**src/hw/rtl/rc_frame_parser_core_assert.svh**
```systemverilog
// assertion macros for the frame parser
`ifndef RC_FRAME_PARSER_CORE_ASSERT_SVH
`define RC_FRAME_PARSER_CORE_ASSERT_SVH

// condition holds in the same cycle
`define RCFP_ASSERT_SAME(label, ante, cons, msg) \
	label: assert property (@(posedge clk) disable iff (!arst_n) (ante) |-> (cons)) \
		else $error(msg);

// condition holds in the following cycle
`define RCFP_ASSERT_NEXT(label, ante, cons, msg) \
	label: assert property (@(posedge clk) disable iff (!arst_n) (ante) |=> (cons)) \
		else $error(msg);

`endif

```
**src/hw/rtl/rcfp_pkg.sv**
```systemverilog
package rcfp_pkg;

	localparam int MAX_FRAME_LEN = 255;
	localparam int NUM_CHANNELS  = 10;
	localparam int HELD_DEPTH    = 10;
	localparam int CHAN_W        = 16;
	localparam int POS_W         = $clog2(MAX_FRAME_LEN + 1);

	localparam logic [7:0] HDR0    = 8'hAA;
	localparam logic [7:0] HDR1    = 8'hAF;
	localparam logic [7:0] FUNC_RC = 8'h03;

	localparam int MIN_LEN    = 6;
	localparam int MIN_RC_LEN = 28;
	localparam int CHAN_BASE  = 4;
	localparam int CHAN_END   = CHAN_BASE + 2 * NUM_CHANNELS;

	localparam int OUT_W       = 3 + HELD_DEPTH * CHAN_W;
	localparam int OUT_TDATA_W = ((OUT_W + 7) / 8) * 8;

	typedef enum logic [2:0] {
		STAT_UPDATED    = 3'd0,
		STAT_BAD_HEADER = 3'd1,
		STAT_BAD_SUM    = 3'd2,
		STAT_OTHER_FUNC = 3'd3,
		STAT_TOO_SHORT  = 3'd4
	} status_t;

	typedef logic [HELD_DEPTH-1:0][CHAN_W-1:0] chan_arr_t;

	typedef struct packed {
		logic [POS_W-1:0] pos;
		logic             hdr_ok;
		logic [7:0]       func;
		logic [31:0]      sum_nxt;
		logic [31:0]      tail_nxt;
	} trk_t;

endpackage

```
**src/hw/rtl/rcfp_track.sv**
```systemverilog
module rcfp_track import rcfp_pkg::*; (
	input  logic       clk,
	input  logic       arst_n,
	input  logic       adv,
	input  logic [7:0] data_in,
	input  logic       last_in,
	output trk_t       trk,
	output chan_arr_t  staged
);

	logic [POS_W-1:0] pos_q;
	logic             hdr_ok_q;
	logic [7:0]       func_q;
	logic [31:0]      sum_q;
	logic [31:0]      tail_q;
	chan_arr_t        staged_q;

	logic [POS_W-1:0] pos_nxt;
	logic [POS_W-1:0] chan_off;
	logic [POS_W-2:0] chan_idx;
	logic             chan_wr;

	always_comb begin
		trk.pos      = pos_q;
		trk.hdr_ok   = hdr_ok_q;
		trk.func     = func_q;
		trk.sum_nxt  = (pos_q >= POS_W'(CHAN_BASE)) ? sum_q + {24'd0, tail_q[31:24]} : sum_q;
		trk.tail_nxt = {tail_q[23:0], data_in};
		pos_nxt      = (pos_q >= POS_W'(MAX_FRAME_LEN - 1)) ? POS_W'(MAX_FRAME_LEN)
			: pos_q + POS_W'(1);
		chan_off     = pos_q - POS_W'(CHAN_BASE);
		chan_idx     = chan_off[POS_W-1:1];
		chan_wr      = (pos_q >= POS_W'(CHAN_BASE)) && (pos_q < POS_W'(CHAN_END));
	end

	assign staged = staged_q;

	always_ff @(posedge clk or negedge arst_n) begin
		if (!arst_n) begin
			pos_q    <= '0;
			hdr_ok_q <= 1'b0;
			func_q   <= '0;
			sum_q    <= '0;
			tail_q   <= '0;
		end else if (adv) begin
			if (last_in) begin
				pos_q    <= '0;
				hdr_ok_q <= 1'b0;
				func_q   <= '0;
				sum_q    <= '0;
				tail_q   <= '0;
			end else begin
				pos_q  <= pos_nxt;
				sum_q  <= trk.sum_nxt;
				tail_q <= trk.tail_nxt;
				if (pos_q == POS_W'(0)) begin
					hdr_ok_q <= (data_in == HDR0);
				end else if (pos_q == POS_W'(1)) begin
					hdr_ok_q <= hdr_ok_q && (data_in == HDR1);
				end else if (pos_q == POS_W'(2)) begin
					func_q <= data_in;
				end
			end
		end
	end

	// channel bytes arrive high byte first
	always_ff @(posedge clk) begin
		for (int k = 0; k < HELD_DEPTH; k++) begin
			if (adv && chan_wr && chan_idx == (POS_W-1)'(k)) begin
				if (chan_off[0]) begin
					staged_q[k][7:0] <= data_in;
				end else begin
					staged_q[k][15:8] <= data_in;
				end
			end
		end
	end

endmodule

```
**src/hw/rtl/rcfp_result.sv**
```systemverilog
module rcfp_result import rcfp_pkg::*; (
	input  logic                   clk,
	input  logic                   arst_n,
	input  logic                   fire,
	input  trk_t                   trk,
	input  chan_arr_t              staged,
	input  logic                   out_ready,
	output logic                   out_valid,
	output logic [OUT_TDATA_W-1:0] out_data
);

	status_t   status;
	status_t   status_q;
	chan_arr_t held_q;
	logic      valid_q;

	always_comb begin
		if (trk.pos < POS_W'(MIN_LEN - 1)) begin
			status = STAT_TOO_SHORT;
		end else if (!trk.hdr_ok) begin
			status = STAT_BAD_HEADER;
		end else if (trk.sum_nxt != trk.tail_nxt) begin
			status = STAT_BAD_SUM;
		end else if (trk.func != FUNC_RC) begin
			status = STAT_OTHER_FUNC;
		end else if (trk.pos < POS_W'(MIN_RC_LEN - 1)) begin
			status = STAT_TOO_SHORT;
		end else begin
			status = STAT_UPDATED;
		end
	end

	always_ff @(posedge clk or negedge arst_n) begin
		if (!arst_n) begin
			valid_q  <= 1'b0;
			held_q   <= '0;
			status_q <= STAT_UPDATED;
		end else begin
			if (fire) begin
				valid_q <= 1'b1;
			end else if (out_ready) begin
				valid_q <= 1'b0;
			end
			if (fire) begin
				status_q <= status;
			end
			if (fire && status == STAT_UPDATED) begin
				for (int k = 0; k < NUM_CHANNELS; k++) begin
					held_q[k] <= staged[k];
				end
			end
		end
	end

	always_comb begin
		out_data      = '0;
		out_data[2:0] = status_q;
		for (int k = 0; k < HELD_DEPTH; k++) begin
			out_data[3 + k * CHAN_W +: CHAN_W] = held_q[k];
		end
	end

	assign out_valid = valid_q;

endmodule

```
**src/hw/rtl/rc_frame_parser_core.sv**
```systemverilog
// radio control frame parser
// s_axis takes one frame byte per transaction, tlast on the final byte.
// a frame opens with 0xaa 0xaf, byte 2 is the function code and the last
// four bytes hold the big-endian 32-bit sum of all earlier bytes.
// at each tlast one transaction leaves on m_axis: status and the ten held
// channels; function 0x03 frames that pass every check replace them.
// one byte is taken every cycle while no tlast byte is held back; a
// frame's last byte passes the input register and then the result
// register before its result shows on m_axis.
// while a result waits, bytes that do not end a frame keep flowing; a
// further tlast byte holds in the input register until the result goes.
// reset clears the frame state and the held channels to zero.
module rc_frame_parser_core import rcfp_pkg::*; (
	input  logic                   clk,
	input  logic                   arst_n,
	input  logic                   s_axis_tvalid,
	output logic                   s_axis_tready,
	input  logic [7:0]             s_axis_tdata,  // in_byte
	input  logic                   s_axis_tlast,  // last_byte
	output logic                   m_axis_tvalid,
	input  logic                   m_axis_tready,
	// frame_status, throttle, yaw_stick, roll_stick, pitch_stick,
	// aux_one .. aux_six, zero fill
	output logic [OUT_TDATA_W-1:0] m_axis_tdata
);

`include "rc_frame_parser_core_assert.svh"

	logic [7:0] data_s1;
	logic       last_s1;
	logic       valid_s1;
	logic       adv;
	logic       s_fire;
	trk_t       trk;
	chan_arr_t  staged;

	assign adv           = valid_s1 && (!last_s1 || !m_axis_tvalid || m_axis_tready);
	assign s_axis_tready = !valid_s1 || adv;
	assign s_fire        = s_axis_tvalid && s_axis_tready;

	always_ff @(posedge clk or negedge arst_n) begin
		if (!arst_n) begin
			valid_s1 <= 1'b0;
		end else if (s_fire) begin
			valid_s1 <= 1'b1;
		end else if (adv) begin
			valid_s1 <= 1'b0;
		end
	end

	always_ff @(posedge clk) begin
		if (s_fire) begin
			data_s1 <= s_axis_tdata;
			last_s1 <= s_axis_tlast;
		end
	end

	rcfp_track u_track (
		.clk     (clk),
		.arst_n  (arst_n),
		.adv     (adv),
		.data_in (data_s1),
		.last_in (last_s1),
		.trk     (trk),
		.staged  (staged)
	);

	rcfp_result u_result (
		.clk       (clk),
		.arst_n    (arst_n),
		.fire      (adv && last_s1),
		.trk       (trk),
		.staged    (staged),
		.out_ready (m_axis_tready),
		.out_valid (m_axis_tvalid),
		.out_data  (m_axis_tdata)
	);

	`RCFP_ASSERT_NEXT(a_frame_end_gives_result, adv && last_s1, m_axis_tvalid,
		"frame end without result")
	`RCFP_ASSERT_NEXT(a_no_spurious_result, adv && !last_s1 && !m_axis_tvalid,
		!m_axis_tvalid, "result without frame end")
	`RCFP_ASSERT_NEXT(a_result_changes_at_end, !(adv && last_s1), $stable(m_axis_tdata),
		"result data changed outside frame end")
	`RCFP_ASSERT_NEXT(a_pos_cleared_at_end, adv && last_s1, trk.pos == '0,
		"byte position not cleared at frame end")

endmodule

```
**config.mk**
```make
export PLATFORM = sky130hd
export DESIGN_NAME = rc_frame_parser_core
export DESIGN_NICKNAME = d
export VERILOG_FILES = /design/src/hw/rtl/rcfp_pkg.sv /design/src/hw/rtl/rcfp_track.sv /design/src/hw/rtl/rcfp_result.sv /design/src/hw/rtl/rc_frame_parser_core.sv
export VERILOG_INCLUDE_DIRS = /design/src /design/src/hw/rtl
export SDC_FILE = /design/constraint.sdc
export NUM_CORES = 1
export LEC_CHECK = 0
export BUFFER_PORTS_ARGS = -buffer_cell sky130_fd_sc_hd__buf_2
export CORE_MARGIN = 2
export CORE_UTILIZATION = 30
export CTS_CLUSTER_SIZE = 30
export DETAILED_ROUTE_END_ITERATION = 7
export PLACE_DENSITY_LB_ADDON = 0.25
export SYNTH_ARGS = -nofsm -noshare
export SYNTH_HDL_FRONTEND = slang
export SYNTH_HIERARCHICAL = 1
export SYNTH_SLANG_ARGS = --single-unit
```
**constraint.sdc**
```tcl
create_clock -name clk -period 4.7 [get_ports clk]
set_clock_uncertainty 0.15 [all_clocks]
set_input_delay 0.47 -clock clk [delete_from_list [all_inputs] [get_ports clk]]
set_output_delay 0.47 -clock clk [all_outputs]
set_load 0.03 [all_outputs]
```
* Word level (Yosys, flattened, before mapping)
Index checks and enable logic that the tools add are counted.
** Storage, ports and cells
- Bits in registers :: 415
- Input bits :: 13
- Output and inout bits :: 170
- Logic and storage cells :: 139
** Cells by class
- $add $sub $neg :: 3
- Order comparisons :: 5
- Eq/ne operators :: 17
- Mux-type cells :: 21
- Bitwise gates (word level) :: 1
- Reduce and logical (&&, ||, !) cells :: 52
** Operators with widths (number)
- $mux W32 :: 3
- $mux W8 :: 6
- $reduce_and A2 Y1 :: 21
- $add A32 B8 Y32 :: 1
- $ne A32 B32 Y1 :: 1
- $eq A7 B3 Y1 const B :: 4
- $logic_and A1 B1 Y1 :: 17
- $eq A8 B8 Y1 const B :: 2
- $lt A8 B5 Y1 const B :: 2
- $mux W3 :: 5
- $eq A7 B2 Y1 const B :: 2
- $eq A7 B4 Y1 const B :: 2
- $add A8 B1 Y8 const B :: 1
- $eq A8 B1 Y1 const B :: 1
- $eq A8 B2 Y1 const B :: 1
- $ge A8 B3 Y1 const B :: 1
- $ge A8 B8 Y1 const B :: 1
- $logic_not A8 Y1 :: 1
- $lt A8 B3 Y1 const B :: 1
- $ne A8 B2 Y1 const B :: 1
- $sub A8 B3 Y8 const B :: 1
- $eq A7 B1 Y1 const B :: 1
- $logic_not A7 Y1 :: 1
- $mux W1 :: 7
- 8 further kinds :: 15

* Longest topological paths before layout
- Word-level depth :: 8
- Depth in mapped cells :: 16

* Cells and area by module
The synthesis kept the hierarchy.
** Modules (own cells, without submodules)
- rcfp_track :: times used 1, cells an instance 763, area an instance 10292.4 um^2
- rcfp_result :: times used 1, cells an instance 413, area an instance 6586.3 um^2
- rc_frame_parser_core :: times used 1, cells an instance 17, area an instance 344.1 um^2

* Least setup slack after synthesis
Ideal clock, no wire load.
- Path type :: register to register
- Start :: register u_track.pos_q[2]
- End :: register u_result.held_q, in the netlist u_result/out_data[100]
- Arrival :: 3858 ps
- Required time :: 4423 ps
- Setup slack :: 564 ps
- Stages on the path, launching flop included :: 15
- Clock period less this slack :: 4136 ps
- Path through :: dfrtp_1 > buf_1 > inv_1 > ha_1 > nor2b_2 > a31o_4 > or4_4 > xnor2_1 > xor2_1 > nor4_1 > nand4_1 > nor3_2 > buf_4 > buf_6 > mux2_1
** RTL lines
- start, declared :: line rcfp_track.sv:11 : logic [POS_W-1:0] pos_q;
- start signal, assigned :: line rcfp_track.sv:53 : pos_q <= pos_nxt;
- end signal, assigned by index :: line rcfp_result.sv:49 : held_q[k] <= staged[k];
- end, declared :: line rcfp_result.sv:14 : chan_arr_t held_q;

==> impl_metrics.env <==
export IMPL_syn_area_per_cell_um2=14.44
export IMPL_cts_buffers=44
export IMPL_die_h_um=243.6
export IMPL_place_ws_ns=0.1781
export IMPL_crit_required_ns=4.97
export IMPL_wire_per_inst_um=19.48
export IMPL_placed_area_um2=19000
export IMPL_antenna_left=0
export IMPL_die_width_um=243.6
export IMPL_syn2layout_area_growth_pct=20.09
export IMPL_sw_frac_of_total=0.2467
export IMPL_cp_arrival_ns=4.61
export IMPL_worst_slew_pin_slew_ns=1.161
export IMPL_clockBufferDepth=3
export IMPL_yosysMostFrequentCell="dfrtp_1"
export IMPL_drt_first_pass_iters=5
export IMPL_grt_pass1_wl_um=65340
export IMPL_grt_max_degree=91
export IMPL_min_period_over_period=0.9231
export IMPL_hold_violations=0
export IMPL_grt_use_total=0.1438
export IMPL_synth_top_area_cell="dfrtp_1"
export IMPL_routed_via_density=4.670
export IMPL_rows=87
export IMPL_hp_class="primary input to flip-flop"
export IMPL_ir_drop_uv=297.3
export IMPL_crit_chain="ha_1 -> fa_1 -> a211oi_1 -> o21a_1 -> or2_1 -> nor4_2 -> xnor2_1 -> xor2_1 -> nor4_1 -> nand4_1 -> buf_4 -> nor3_4 -> buf_12 -> buf_12 -> mux2_1"
export IMPL_synth_common_cells="246 x dfrtp_1, 169 x edfxtp_1, 100 x mux2_1"
export IMPL_synth_main_ff_cell="dfrtp_1"
export IMPL_clock_sinks=415
export IMPL_fin_crit_ns=4.338
export IMPL_crit_buf_inv=3
export IMPL_clock_latency_ns=0.55
export IMPL_clk_pin_slew_ns=0.06
export IMPL_maxCapViolations=0
export IMPL_critPathMaxStageDelay_ns=0.43
export IMPL_clock_root_buffer="clkbuf_16"
export IMPL_synth_cell_types=78
export IMPL_pin_count=183
export IMPL_critPathKind="flip-flop to flip-flop"
export IMPL_slew_viol_final=0
export IMPL_dieArea_um2=59340
export IMPL_synth_top_area_share=0.3574
export IMPL_start_kind="flip-flop"
export IMPL_cts_tree="yes"
export IMPL_cpMaxStageDelayCell="fa_1"
export IMPL_worst_slack_ns=0.3617
export IMPL_grt_ovfl_total=0
export IMPL_p_leak_nw=9.401
export IMPL_crit_path_frequent_cell="buf_12"
export IMPL_final_area_um2=20680
export IMPL_dp_hpwl_um=28010
export IMPL_antenna_found_initial=1
export IMPL_synth_edff_count=169
export IMPL_htreeDepth=2
export IMPL_initial_utilization=0.3043
export IMPL_setup_tns_ns=0
export IMPL_async_flop_share=0.5928
export IMPL_power_density_nw_per_um2=415.4
export IMPL_intPower_w=0.006472
export IMPL_port_buffers=177
export IMPL_setup_viol=0
export IMPL_path_max_fanout=26
export IMPL_vias=10199
export IMPL_ys_ff_latch=415
export IMPL_synthTopCellsByArea="dfrtp_1 36%, edfxtp_1 29%, mux2_1 6.5%"
export IMPL_grt_pass1_vias=10165
export IMPL_rsz0062_at_grt="no"
export IMPL_core_area_um2=56600
export IMPL_drive_gt1_frac=0.2934
export IMPL_finalNetCount=1422
export IMPL_routed_wl_um=42540
export IMPL_fmax_ghz=0.2305
export IMPL_clkPwrFrac=0.425
export IMPL_endpoint_kind="flip-flop"
export IMPL_status="complete, no violations"
export IMPL_yosys_warnings=6
export IMPL_seq_area_frac_synth=0.6521
export IMPL_place_gp_congestion=0.8167
export IMPL_post_route_drc_count=0
export IMPL_syn_cell_area_um2=17220
export IMPL_switchingPower_w=0.002120
export IMPL_p_comb_frac=0.106
export IMPL_pwr_share_seq=0.469
export IMPL_netlist_instances=1193
export IMPL_drtIter0Drc=675
export IMPL_diodes=0
export IMPL_critPathTopFamily="simple AND/OR/NAND/NOR gates"
export IMPL_slew_headroom=0.2197
[state kept, by name (all words and copies together), names as in the netlist]
signal              count
u_result/out_data     160
last_s1                 1
u_track/staged        160
u_result/out_valid      1
u_track/hdr_ok_q        1
valid_s1                1
u_track/sum_q          32
data_s1                 8
u_track/func_q          8
u_result/status_q       3
u_track/pos_q           8
u_track/tail_q         32
[power groups by stage]
| stage | logic, W | registers [W] | clock network (W) |
|---|---|---|---|
| after floorplan | 0.000618 | 0.00407 | 0 |
| after global placement | 0.000883 | 0.00409 | 0 |
| after detailed placement | 0.000901 | 0.00409 | 0 |
| after global routing | 0.00101 | 0.00404 | 0.00392 |
| final | 0.000914 | 0.00403 | 0.00365 |
| after CTS | 0.000911 | 0.00403 | 0.00375 |
[kinds of logic after synthesis]
family / count (synthesis) / synth area share
and+or+nand+nor: 233 / 0.07766
adders and majority gates: 17 / 0.01279
AOI/OAI and AO/OA: 157 / 0.06923
xor gates and xnor gates: 63 / 0.03204
muxes: 174 / 0.1128
other: 1 / 0.0002177
buffers and inverters: 133 / 0.04315
DFF: 415 / 0.6521
[metal layers]
layer / vias to the layer above / share of wire / wire [µm] / GRT usage
met5: - / 0.00019 / 8 / 0
met4: 2 / 0.031 / 1330 / 0.04950
met3: 72 / 0.043 / 1833 / 0.02490
met2: 232 / 0.47 / 20140 / 0.2335
met1: 5194 / 0.45 / 19220 / 0.1944
li1: 4699 / - / - / -
[path summary, 6_finish.rpt]
path / slack [ns] / start / cells after the start / end
min in group asynchronous: 0.31 / arst_n / 2 / u_result/out_data[42]$_DFFE_PN0P_
worst min register to register: 0.31 / u_track/staged[57]$_DFFE_PP_ / 1 / u_result/out_data[60]$_DFFE_PN0P_
max in group asynchronous: 3.04 / arst_n / 3 / u_result/out_data[161]$_DFFE_PN0P_
worst min-delay path: 0.05 / m_axis_tready / 3 / u_result/out_valid$_DFFE_PN0P_
worst max-delay path: 0.36 / u_track/sum_q[0]$_DFFE_PN0P_ / 15 / u_result/out_data[118]$_DFFE_PN0P_
worst max register to register: 0.36 / u_track/sum_q[0]$_DFFE_PN0P_ / 15 / u_result/out_data[118]$_DFFE_PN0P_
[placed cells by master, fill, tap and decap left out, types with 8 or more instances in the layout]
cell type and n:
a21oi_1 23, clkinv_1 9, o21ai_0 15, inv_1 37, mux2i_1 13, xnor2_1 24, a31o_2 29, nand4_1 8
buf_12 8, xor2_1 39, and3_1 12, nor4_1 8, mux2_1 100, o22ai_1 20, buf_4 47, clkbuf_16 46
dfrtp_1 246, nand2b_1 9, buf_2 176, dlygate4sd3_1 11, nor2b_1 51, nor2_1 34, a22o_1 8, ha_1 16
nand3_1 31, edfxtp_1 169, nand2_1 32, mux2_2 61
[worst min-delay path: cells and delay by family]
family,cells,cell delay [ns]
buf+inv,2,0.16
compound gates,1,0.09
[stage by stage]
step / hold slack, ns / power, W / utilization / cells
after floorplan: 0.02441 / 0.004687 / - / 1197
after global placement: 0.2895 / 0.004974 / 0.3357 / 2089
after detailed placement: 0.2979 / 0.004995 / 0.3357 / 2089
after CTS: 0.02107 / 0.008689 / 0.3649 / 2182
after global routing: 0.03922 / 0.008979 / 0.3654 / 2184
final: 0.05190 / 0.008592 / 0.3654 / 2184
[final cells by class]
| class | count | area [µm²] |
|---|---|---|
| fillers | 5470 | 35920 |
| inverters | 39 | 146.4 |
| well taps | 756 | 945.9 |
| flip-flops and latches | 415 | 11230 |
| repair buffers | 243 | 1519 |
| clock inverters | 25 | 307.8 |
| clock buffers | 57 | 1232 |
| multi-input cells | 649 | 5300 |
[repair_timing]
| action | 4_1_cts | 5_1_grt |
|---|---|---|
| buffers inserted | 0 | 2 |
| hold buffers | 11 | 0 |
| endpoints found under the setup margin | 0 | 139 |
| endpoints found under the hold margin | 66 | 0 |
| gates resized for setup | 0 | 2 |
Power figures use the tool's default switching activity.
